<file path="config.mk">
export PLATFORM = sky130hd
export DESIGN_NAME = bus_state_controller_regs_core_flat
export DESIGN_NICKNAME = d
export VERILOG_FILES = /design/src/hw/rtl/bsc_pkg.sv /design/src/hw/rtl/bsc_if.sv /design/src/hw/rtl/bus_state_controller_regs_core.sv /design/src/hw/rtl/bsc_regfile.sv /design/src/flat_wrapper.sv
export VERILOG_INCLUDE_DIRS = /design/src /design/src/hw/rtl
export SDC_FILE = /design/constraint.sdc
export NUM_CORES = 1
export LEC_CHECK = 0
export BUFFER_PORTS_ARGS = -buffer_cell sky130_fd_sc_hd__buf_2
export CORE_MARGIN = 3
export CORE_UTILIZATION = 55
export CTS_CLUSTER_SIZE = 40
export DETAILED_ROUTE_END_ITERATION = 12
export GPL_TIMING_DRIVEN = 0
export PLACE_DENSITY = 0.79
export SLEW_MARGIN = 40
export SYNTH_ARGS = -nofsm -noshare
export SYNTH_HDL_FRONTEND = slang
export SYNTH_SLANG_ARGS = --single-unit
</file>
<file path="constraint.sdc">
create_clock -name clk -period 2.3 [get_ports clk]
set_input_delay 0.23 -clock clk [delete_from_list [all_inputs] [get_ports clk]]
set_output_delay 0.23 -clock clk [all_outputs]
set_load 0.1 [all_outputs]
</file>
<file path="src/hw/rtl/bus_state_controller_regs_core_defines.svh">
// Assertion macros shared by the bus state controller register block.
// Included by the top-level core, which carries the concurrent checks; no other dependencies.
`ifndef BUS_STATE_CONTROLLER_REGS_CORE_DEFINES_SVH
`define BUS_STATE_CONTROLLER_REGS_CORE_DEFINES_SVH
`ifndef SYNTHESIS
// Check a property under reset disable.
`define BSC_ASSERT(lbl, clk, rst, prop, msg) \
  lbl: assert property (@(posedge clk) disable iff (rst) prop) else $error(msg);
// Check a property that must also hold while reset is high.
`define BSC_ASSERT_ALWAYS(lbl, clk, prop, msg) \
  lbl: assert property (@(posedge clk) prop) else $error(msg);
`else
`define BSC_ASSERT(lbl, clk, rst, prop, msg)
`define BSC_ASSERT_ALWAYS(lbl, clk, prop, msg)
`endif
`endif

</file>
<file path="src/hw/rtl/bsc_pkg.sv">
// Shared types, register offsets, masks and reset values for the bus state
// controller register block. No dependencies.
package bsc_pkg;

  localparam int unsigned OFFSET_W = 7;
  localparam int unsigned DATA_W   = 32;

  localparam logic CMD_READ  = 1'b0;
  localparam logic CMD_WRITE = 1'b1;

  localparam logic [OFFSET_W-1:0] OFF_BCR1       = 7'h00;
  localparam logic [OFFSET_W-1:0] OFF_BCR1_HI    = 7'h02;
  localparam logic [OFFSET_W-1:0] OFF_BCR2       = 7'h04;
  localparam logic [OFFSET_W-1:0] OFF_BCR2_ALIAS = 7'h06;
  localparam logic [OFFSET_W-1:0] OFF_WCR1       = 7'h08;
  localparam logic [OFFSET_W-1:0] OFF_WCR2       = 7'h0C;
  localparam logic [OFFSET_W-1:0] OFF_WCR3       = 7'h10;
  localparam logic [OFFSET_W-1:0] OFF_MCR        = 7'h14;
  localparam logic [OFFSET_W-1:0] OFF_PCR        = 7'h18;
  localparam logic [OFFSET_W-1:0] OFF_RTCSR      = 7'h1C;
  localparam logic [OFFSET_W-1:0] OFF_RTCNT      = 7'h20;
  localparam logic [OFFSET_W-1:0] OFF_RTCOR      = 7'h24;
  localparam logic [OFFSET_W-1:0] OFF_RFCR       = 7'h28;
  localparam logic [OFFSET_W-1:0] OFF_PCTRA      = 7'h2C;
  localparam logic [OFFSET_W-1:0] OFF_PDTRA      = 7'h30;
  localparam logic [OFFSET_W-1:0] OFF_PCTRB      = 7'h40;
  localparam logic [OFFSET_W-1:0] OFF_PDTRB      = 7'h44;
  localparam logic [OFFSET_W-1:0] OFF_GPIOIC     = 7'h48;

  localparam logic [31:0] MASK_BCR1  = 32'h033E_FFFD;
  localparam logic [15:0] MASK_BCR2  = 16'h3FFD;
  localparam logic [31:0] MASK_WCR1  = 32'h7777_7777;
  localparam logic [31:0] MASK_WCR2  = 32'hFFFE_EFFF;
  localparam logic [31:0] MASK_WCR3  = 32'h0777_7777;
  localparam logic [31:0] MASK_MCR   = 32'hF8BB_FFFF;
  localparam logic [3:0]  MASK_PDTRB = 4'hF;

  localparam logic [15:0] RESET_BCR2 = 16'h3FFC;
  localparam logic [31:0] RESET_WCR1 = 32'h7777_7777;
  localparam logic [31:0] RESET_WCR2 = 32'hFFFE_EFFF;
  localparam logic [31:0] RESET_WCR3 = 32'h0777_7777;

  localparam logic [7:0]        RTCSR_READ_SET = 8'hC0;
  localparam logic [DATA_W-1:0] RFCR_VALUE     = 32'd17;

  typedef struct packed {
    logic                en;
    logic                wr;
    logic [OFFSET_W-1:0] offset;
    logic [DATA_W-1:0]   wdata;
  } bsc_access_t;

  typedef struct packed {
    logic [DATA_W-1:0] read_data;
    logic              bad_offset;
  } bsc_result_t;

  // Port A data as seen by software: pull-up pattern in bits 1:0 from the control
  // and data nibbles, cable type in bits 9:8.
  function automatic logic [DATA_W-1:0] port_a_read(input logic [3:0] c,
                                                    input logic [3:0] d,
                                                    input logic [1:0] cable);
    logic [1:0] low;
    low = (c == 4'h8 || c == 4'hB) ? 2'd3 : 2'd0;
    if (c == 4'hB && d == 4'h2) begin
      low = 2'd0;
    end else if (c == 4'hC && d == 4'h2) begin
      low = 2'd3;
    end
    return {22'd0, cable, 6'd0, low};
  endfunction

endpackage

</file>
<file path="src/hw/rtl/bsc_if.sv">
// Valid/ready channel interfaces for the bus state controller register block.
// Depends on bsc_pkg.
interface bsc_req_if import bsc_pkg::*; ();
  logic                valid;
  logic                ready;
  logic                cmd;
  logic [OFFSET_W-1:0] offset;
  logic [DATA_W-1:0]   write_data;
  modport source (output valid, cmd, offset, write_data, input ready);
  modport sink (input valid, cmd, offset, write_data, output ready);
endinterface

interface bsc_rsp_if import bsc_pkg::*; ();
  logic              valid;
  logic              ready;
  logic [DATA_W-1:0] read_data;
  logic              bad_offset;
  modport source (output valid, read_data, bad_offset, input ready);
  modport sink (input valid, read_data, bad_offset, output ready);
endinterface

interface bsc_cfg_if;
  logic       valid;
  logic       ready;
  logic [1:0] video_cable;
  modport source (output valid, video_cable, input ready);
  modport sink (input valid, video_cable, output ready);
endinterface

</file>
<file path="src/hw/rtl/bus_state_controller_regs_core.sv">
// Top level of the bus state controller register block: input register,
// register bank and result register. Depends on bsc_pkg, bsc_if, bsc_regfile.
//
// Usage:
//   req  - access transactions (cmd: read or write, byte offset, write_data).
//   rsp  - one result per access: read_data (zero for writes) and bad_offset.
//   cfg  - write-only channel for the video cable type; always ready. Write it
//          only while no access is in flight.
// Timing:
//   An accepted access is held in the input register, decoded from it, and its
//   result is captured in the output register, which drives rsp.valid. One
//   access per cycle is sustained while rsp.ready stays high; the register bank
//   is read and written in the same decode cycle.
// Reset (rst, synchronous): both pipeline stages empty, all bank registers return
//   to their reset values, video cable type 0.
// Stall: while rsp.ready is low the result holds; the input register still
//   takes one more transaction, then req.ready drops until rsp drains.
`include "bus_state_controller_regs_core_defines.svh"
module bus_state_controller_regs_core import bsc_pkg::*; (
  input logic      clk,
  input logic      rst,
  bsc_req_if.sink  req,
  bsc_rsp_if.source rsp,
  bsc_cfg_if.sink  cfg
);

  logic                s1_valid;
  logic                s1_wr;
  logic [OFFSET_W-1:0] s1_offset;
  logic [DATA_W-1:0]   s1_wdata;
  logic                s1_advance;
  logic                out_valid;
  bsc_result_t         out_result;
  bsc_access_t         acc;
  bsc_result_t         result;

  assign s1_advance = s1_valid && (!out_valid || rsp.ready);
  assign req.ready  = !s1_valid || s1_advance;
  assign cfg.ready  = 1'b1;

  assign acc.en     = s1_advance;
  assign acc.wr     = s1_wr;
  assign acc.offset = s1_offset;
  assign acc.wdata  = s1_wdata;

  bsc_regfile u_regfile (
    .clk       (clk),
    .rst       (rst),
    .acc       (acc),
    .cfg_we    (cfg.valid),
    .cfg_cable (cfg.video_cable),
    .result    (result)
  );

  always_ff @(posedge clk) begin
    if (rst) begin
      s1_valid  <= 1'b0;
      out_valid <= 1'b0;
    end else begin
      if (req.ready) begin
        s1_valid <= req.valid;
      end
      if (!out_valid || rsp.ready) begin
        out_valid <= s1_valid;
      end
    end
  end

  always_ff @(posedge clk) begin
    if (req.valid && req.ready) begin
      s1_wr     <= (req.cmd == CMD_WRITE);
      s1_offset <= req.offset;
      s1_wdata  <= req.write_data;
    end
    if (s1_advance) begin
      out_result <= result;
    end
  end

  assign rsp.valid      = out_valid;
  assign rsp.read_data  = out_result.read_data;
  assign rsp.bad_offset = out_result.bad_offset;

  `BSC_ASSERT(a_rfcr_reads_fixed, clk, rst,
    s1_advance && !s1_wr && s1_offset == OFF_RFCR |=> rsp.valid && rsp.read_data == RFCR_VALUE,
    "read-only count register returned a wrong value")
  `BSC_ASSERT(a_write_returns_zero, clk, rst,
    s1_advance && s1_wr |=> rsp.valid && rsp.read_data == '0,
    "write transaction returned non-zero data")
  `BSC_ASSERT(a_bad_offset_no_data, clk, rst,
    rsp.valid && rsp.bad_offset |-> rsp.read_data == '0,
    "unmapped offset returned data")
  `BSC_ASSERT_ALWAYS(a_empty_after_reset, clk,
    $past(rst) |-> !rsp.valid && !s1_valid,
    "pipeline not empty after reset")

endmodule

</file>
<file path="src/hw/rtl/bsc_regfile.sv">
// Register bank of the bus state controller: masked writes, read decode.
// Depends on bsc_pkg.
module bsc_regfile import bsc_pkg::*; (
  input  logic        clk,
  input  logic        rst,
  input  bsc_access_t acc,
  input  logic        cfg_we,
  input  logic [1:0]  cfg_cable,
  output bsc_result_t result
);

  logic [31:0] bcr1;
  logic [15:0] bcr2;
  logic [31:0] wcr1;
  logic [31:0] wcr2;
  logic [31:0] wcr3;
  logic [31:0] mcr;
  logic [15:0] pcr;
  logic [7:0]  rtcsr;
  logic [7:0]  rtcnt;
  logic [7:0]  rtcor;
  logic [31:0] pctra;
  logic [15:0] pdtra;
  logic [7:0]  pctrb;
  logic [3:0]  pdtrb;
  logic [15:0] gpioic;
  logic [1:0]  video_cable;

  always_ff @(posedge clk) begin
    if (rst) begin
      bcr1        <= '0;
      bcr2        <= RESET_BCR2;
      wcr1        <= RESET_WCR1;
      wcr2        <= RESET_WCR2;
      wcr3        <= RESET_WCR3;
      mcr         <= '0;
      pcr         <= '0;
      rtcsr       <= '0;
      rtcnt       <= '0;
      rtcor       <= '0;
      pctra       <= '0;
      pdtra       <= '0;
      pctrb       <= '0;
      pdtrb       <= '0;
      gpioic      <= '0;
      video_cable <= '0;
    end else begin
      if (cfg_we) begin
        video_cable <= cfg_cable;
      end
      if (acc.en && acc.wr) begin
        case (acc.offset)
          OFF_BCR1:                 bcr1   <= acc.wdata & MASK_BCR1;
          // upper half-word alias replaces bits 31:16 unmasked
          OFF_BCR1_HI:              bcr1   <= {acc.wdata[15:0], bcr1[15:0]};
          OFF_BCR2, OFF_BCR2_ALIAS: bcr2   <= acc.wdata[15:0] & MASK_BCR2;
          OFF_WCR1:                 wcr1   <= acc.wdata & MASK_WCR1;
          OFF_WCR2:                 wcr2   <= acc.wdata & MASK_WCR2;
          OFF_WCR3:                 wcr3   <= acc.wdata & MASK_WCR3;
          OFF_MCR:                  mcr    <= acc.wdata & MASK_MCR;
          OFF_PCR:                  pcr    <= acc.wdata[15:0];
          OFF_RTCSR:                rtcsr  <= acc.wdata[7:0];
          OFF_RTCNT:                rtcnt  <= acc.wdata[7:0];
          OFF_RTCOR:                rtcor  <= acc.wdata[7:0];
          OFF_PCTRA:                pctra  <= acc.wdata;
          OFF_PDTRA:                pdtra  <= acc.wdata[15:0];
          OFF_PCTRB:                pctrb  <= acc.wdata[7:0];
          OFF_PDTRB:                pdtrb  <= acc.wdata[3:0] & MASK_PDTRB;
          OFF_GPIOIC:               gpioic <= acc.wdata[15:0];
          default: ;
        endcase
      end
    end
  end

  always_comb begin
    result = '0;
    case (acc.offset)
      OFF_BCR1:                 result.read_data = bcr1;
      OFF_BCR1_HI:              result.read_data = {16'd0, bcr1[31:16]};
      OFF_BCR2, OFF_BCR2_ALIAS: result.read_data = {16'd0, bcr2};
      OFF_WCR1:                 result.read_data = wcr1;
      OFF_WCR2:                 result.read_data = wcr2;
      OFF_WCR3:                 result.read_data = wcr3;
      OFF_MCR:                  result.read_data = mcr;
      OFF_PCR:                  result.read_data = {16'd0, pcr};
      OFF_RTCSR:                result.read_data = {24'd0, rtcsr | RTCSR_READ_SET};
      OFF_RTCNT:                result.read_data = {24'd0, rtcnt};
      OFF_RTCOR:                result.read_data = {24'd0, rtcor};
      OFF_RFCR:                 result.read_data = RFCR_VALUE;
      OFF_PCTRA:                result.read_data = pctra;
      OFF_PDTRA:                result.read_data = port_a_read(pctra[3:0], pdtra[3:0],
                                                               video_cable);
      OFF_PCTRB:                result.read_data = {24'd0, pctrb};
      OFF_PDTRB:                result.read_data = {28'd0, pdtrb};
      OFF_GPIOIC:               result.read_data = {16'd0, gpioic};
      default:                  result.bad_offset = 1'b1;
    endcase
    // writes return no data
    if (acc.wr) begin
      result.read_data = '0;
    end
  end

endmodule
</file>
<file path="src/flat_wrapper.sv">
// flat-port wrapper written by rule: the top's interface ports become plain ports
module bus_state_controller_regs_core_flat import bsc_pkg::*;
  (clk, rst, req_valid, req_cmd, req_offset, req_write_data, req_ready, rsp_valid, rsp_read_data, rsp_bad_offset, rsp_ready, cfg_valid, cfg_video_cable, cfg_ready);
  bsc_req_if req_i ();
  bsc_rsp_if rsp_i ();
  bsc_cfg_if cfg_i ();
  input logic clk;
  input logic rst;
  input wire logic [$bits(req_i.valid)-1:0] req_valid;
  input wire logic [$bits(req_i.cmd)-1:0] req_cmd;
  input wire logic [$bits(req_i.offset)-1:0] req_offset;
  input wire logic [$bits(req_i.write_data)-1:0] req_write_data;
  output wire logic [$bits(req_i.ready)-1:0] req_ready;
  output wire logic [$bits(rsp_i.valid)-1:0] rsp_valid;
  output wire logic [$bits(rsp_i.read_data)-1:0] rsp_read_data;
  output wire logic [$bits(rsp_i.bad_offset)-1:0] rsp_bad_offset;
  input wire logic [$bits(rsp_i.ready)-1:0] rsp_ready;
  input wire logic [$bits(cfg_i.valid)-1:0] cfg_valid;
  input wire logic [$bits(cfg_i.video_cable)-1:0] cfg_video_cable;
  output wire logic [$bits(cfg_i.ready)-1:0] cfg_ready;
  assign req_i.valid = req_valid;
  assign req_i.cmd = req_cmd;
  assign req_i.offset = req_offset;
  assign req_i.write_data = req_write_data;
  assign req_ready = req_i.ready;
  assign rsp_valid = rsp_i.valid;
  assign rsp_read_data = rsp_i.read_data;
  assign rsp_bad_offset = rsp_i.bad_offset;
  assign rsp_i.ready = rsp_ready;
  assign cfg_i.valid = cfg_valid;
  assign cfg_i.video_cable = cfg_video_cable;
  assign cfg_ready = cfg_i.ready;
  bus_state_controller_regs_core u_core (.clk(clk), .rst(rst), .req(req_i), .rsp(rsp_i), .cfg(cfg_i));
endmodule
</file>
==> qor.csv <==
stage,metric,value,unit
timing,clock_skew,0.0164,ns
synth,syn_area,13600,sq um
clock_network,cts.sinks,325,
worst_setup_path,slowest_delay,0.56,ns
synth,ys_async_sr_fraction,0,%
place,hpwl,34200,microns
die,core,23800,sq um
synth,yosysWarnings,0,
power_and_ir_drop,finalPower,0.0126,W
timing,fin_crit_sh,104,%
synth,synth.most_common_cell,nand2_1,
flow_run,maxCapViolations,0,
die,ios,83,
timing,slew_viol_final,0,
timing,worstMarginPinSlew,0.905,ns
run_status,outcome,finished with violations,
synth,syn_inst,1499,
drt,drcViolationCount,0,
power_and_ir_drop,switching_share,24.0,%
min_path,hp-class,input port to flip-flop,
clock_network,clkTransAtPathRegs,0.06,ns
timing,hold_viol,0,
place,placed_cell_area,14400,sq um
synth,synth_nets,1546,
global_routing,grt_pass1_wl,76000,microns
cells_and_area,syn_to_final_growth,27.7,%
synth,synth.top_cell.area_share,37.2,%
clock_network,cts_inserted_buffers,35,
power_and_ir_drop,p_leak,6.51,nW
power_and_ir_drop,combPwrFrac,6.9,%
clock_network,cts_buffer_depth,3,
synth,netlist-cell-type-count,57,
power_and_ir_drop,powerDensity,729,nW/um^2
worst_setup_path,cp_data_arrival_time,2.73,ns
clock_network,clockRootBuffer,clkbuf_16,
synth,yosysSeqAreaShare,53.4,%
synth,synth_seq_cells,325,
timing,fin_crit,2.39,ns
global_routing,grt.overflow.total,0,
global_routing,grt_pass1_vias,12369,
synth,synth_ff_type,dfxtp_1,
die,start_util,56.9,%
timing,slew_headroom,39.7,%
power_and_ir_drop,vdd_drop_max,621,uV
worst_setup_path,crit_fanout,5,
drt,dr.first_iter.drc_count,2196,
place,port-buffer-count,80,
drt,vias,13256,
power_and_ir_drop,power_frac_seq,47.3,%
worst_setup_path,crit_path_end_kind,flip-flop,
drt,wire_per_inst,25.3,microns
clock_network,clk_latency,0.53,ns
cells_and_area,nets,1761,
synth,synth-edff-count,73,
worst_setup_path,required,2.63,ns
place,post-place-ws,-0.820,ns
worst_setup_path,path_common_cell,or4_4,
power_and_ir_drop,p_sw,0.00302,W
place,gp_congestion,1.05,
global_routing,antenna_found_initial,0,
drt,wl,52200,microns
drt,ant_nets,0,
die,die_area,26600,sq um
timing,setup_slack,-0.0935,ns
timing,finalSetupViolCount,5,
drt,vias_per_cell,6.43,
clock_network,cts_tree,done,
die,die_w,163,microns
die,rows,56,
synth,netlist_top_cells_count,"nand2_1 (435), dfxtp_1 (252), a21oi_1 (135)",
run_status,violations,setup timing,
synth,synth_area_leader_cell,dfxtp_1,
timing,max_freq,418,MHz
global_routing,grt_max_degree,41,
cells_and_area,stdcell_area,17300,sq um
cells_and_area,drive_above_1_share,20.3,%
global_routing,grtUsageTotal,38.2,%
power_and_ir_drop,power.internal,0.00958,W
power_and_ir_drop,clkPwrFrac,45.7,%
worst_setup_path,critPathLaunchType,flip-flop,
die,die_h,163,microns
synth,netlist_top_cells_area,"dfxtp_1 (37%), edfxtp_1 (16%), nand2_1 (12%)",
worst_setup_path,crit_chain,"buf_6, or4_4, buf_12, or4_4, o31ai_4, a221oi_2, a31oi_1",
worst_setup_path,critPathSlowestCell,or4_4,
worst_setup_path,critPathKind,flip-flop to flip-flop,
timing,rsz0062_at_grt,true,
clock_network,htreeDepth,2,
timing,finalSetupTns,-0.237,ns
drt,dr.pass1.iters,7,
synth,syn_area_per_cell,9.04,sq um
[cells in the final DEF (no fill, tap or decap), types with 6 or more instances in the layout]
cell             n
a21oi_1        134
a221oi_1         7
a222oi_1        15
a22o_1          24
a22oi_1         42
a311oi_1         7
a31oi_1         14
a31oi_2         10
buf_12          12
buf_2           90
buf_4           60
buf_6           21
clkbuf_1        57
clkbuf_16       37
clkbuf_2         9
clkbuf_4        14
clkbuf_8        10
dfxtp_1        251
dlygate4sd3_1   45
edfxtp_1        73
mux2i_1         54
nand2_1        427
nand2_2          6
nand3_1         33
nand3b_1        88
nor2_1          66
nor2_4           9
nor3_4          13
o21ai_0         11
[layer usage]
metal | vias to the layer above | global-route usage (%) | part of all wire [%]
met2 | 1096 | 56.7 | 43
met5 | - | 0.758 | 0.054
met3 | 242 | 10.8 | 14
met4 | 2 | 20.0 | 6.1
li1 | 5690 | - | -
met1 | 6226 | 50.7 | 37
[path summary, 6_finish.rpt]
| kind | cells after the start | from | slack, ns | to |
|---|---|---|---|---|
| setup / recovery | 7 | u_core.s1_offset[3]$_DFFE_PP_ | -0.09 | u_core.rsp.read_data[2]$_SDFFCE_PP0P_ |
| hold / removal | 4 | rsp_ready | 0.02 | u_core.rsp.valid$_SDFFE_PP0P_ |
| setup reg to reg | 7 | u_core.s1_offset[3]$_DFFE_PP_ | -0.09 | u_core.rsp.read_data[2]$_SDFFCE_PP0P_ |
| hold reg to reg | 2 | u_core.u_regfile.bcr1[4]$_SDFFE_PP0P_ | 0.45 | u_core.u_regfile.bcr1[4]$_SDFFE_PP0P_ |
[repair_timing]
action / CTS / global route
pin swaps: 21 / 29
hold buffers: 45 / 0
resized for setup: 133 / 91
setup buffers: 35 / 18
gates cloned: 0 / 2
endpoints found under the setup margin: 256 / 235
endpoints found under the hold margin: 43 / 0
[critical path: cells and delay by family (launching register included)]
| kind | cells | cell delay [ns] |
|---|---|---|
| buf+inv | 2 | 0.33 |
| flops | 1 | 0.44 |
| simple gates | 2 | 0.99 |
| compound gates | 3 | 0.45 |
[cells by family after synthesis]
kind of cell,share of synthesized area [%]
and+or+nand+nor,24.4
DFF,53.4
AOI/OAI and AO/OA,13.7
buffers and inverters,4.25
muxes,4.24
other,0.0277
[through the flow]
stage               hold WS [ns]  utilization, %  std cells
floorplan                  0.329               -       1499
global placement           0.406            60.3       1898
detailed placement         0.408            60.6       1901
CTS                       0.0175            70.6       2041
global route              0.0345            72.6       2060
finish                    0.0212            72.6       2061
[final cells by class]
class | instances | area (sq um)
Antenna cell | 1 | 2.50
Buffer | 124 | 882
Clock buffer | 54 | 1020
Clock inverter | 10 | 140
Fill cell | 1747 | 6520
Inverter | 4 | 15.0
Multi-Input combinational cell | 1042 | 6180
Sequential cell | 325 | 7240
Tap cell | 319 | 399
Timing Repair Buffer | 182 | 1430
[registers in the layout, summed over array words and instances, names as in the netlist, 21 cells and up]
register and count:
u_core.u_regfile.wcr1 24, u_core.s1_wdata 32, u_core.u_regfile.mcr 27, u_core.u_regfile.pctra 32
u_core.u_regfile.wcr3 21, u_core.u_regfile.bcr1 31, u_core.rsp.read_data 32, u_core.u_regfile.wcr2 30
[power by group through the flow]
stage                     Combinational (W)  Sequential (W)  Clock (W)
after global placement             0.000655         0.00609          0
after CTS                          0.000795         0.00596    0.00574
after global routing               0.000893         0.00597    0.00596
after floorplan                    0.000305         0.00617          0
after detailed placement           0.000671         0.00609          0
final                              0.000875         0.00597    0.00577
Note: power is estimated with default switching activity, not from simulation.
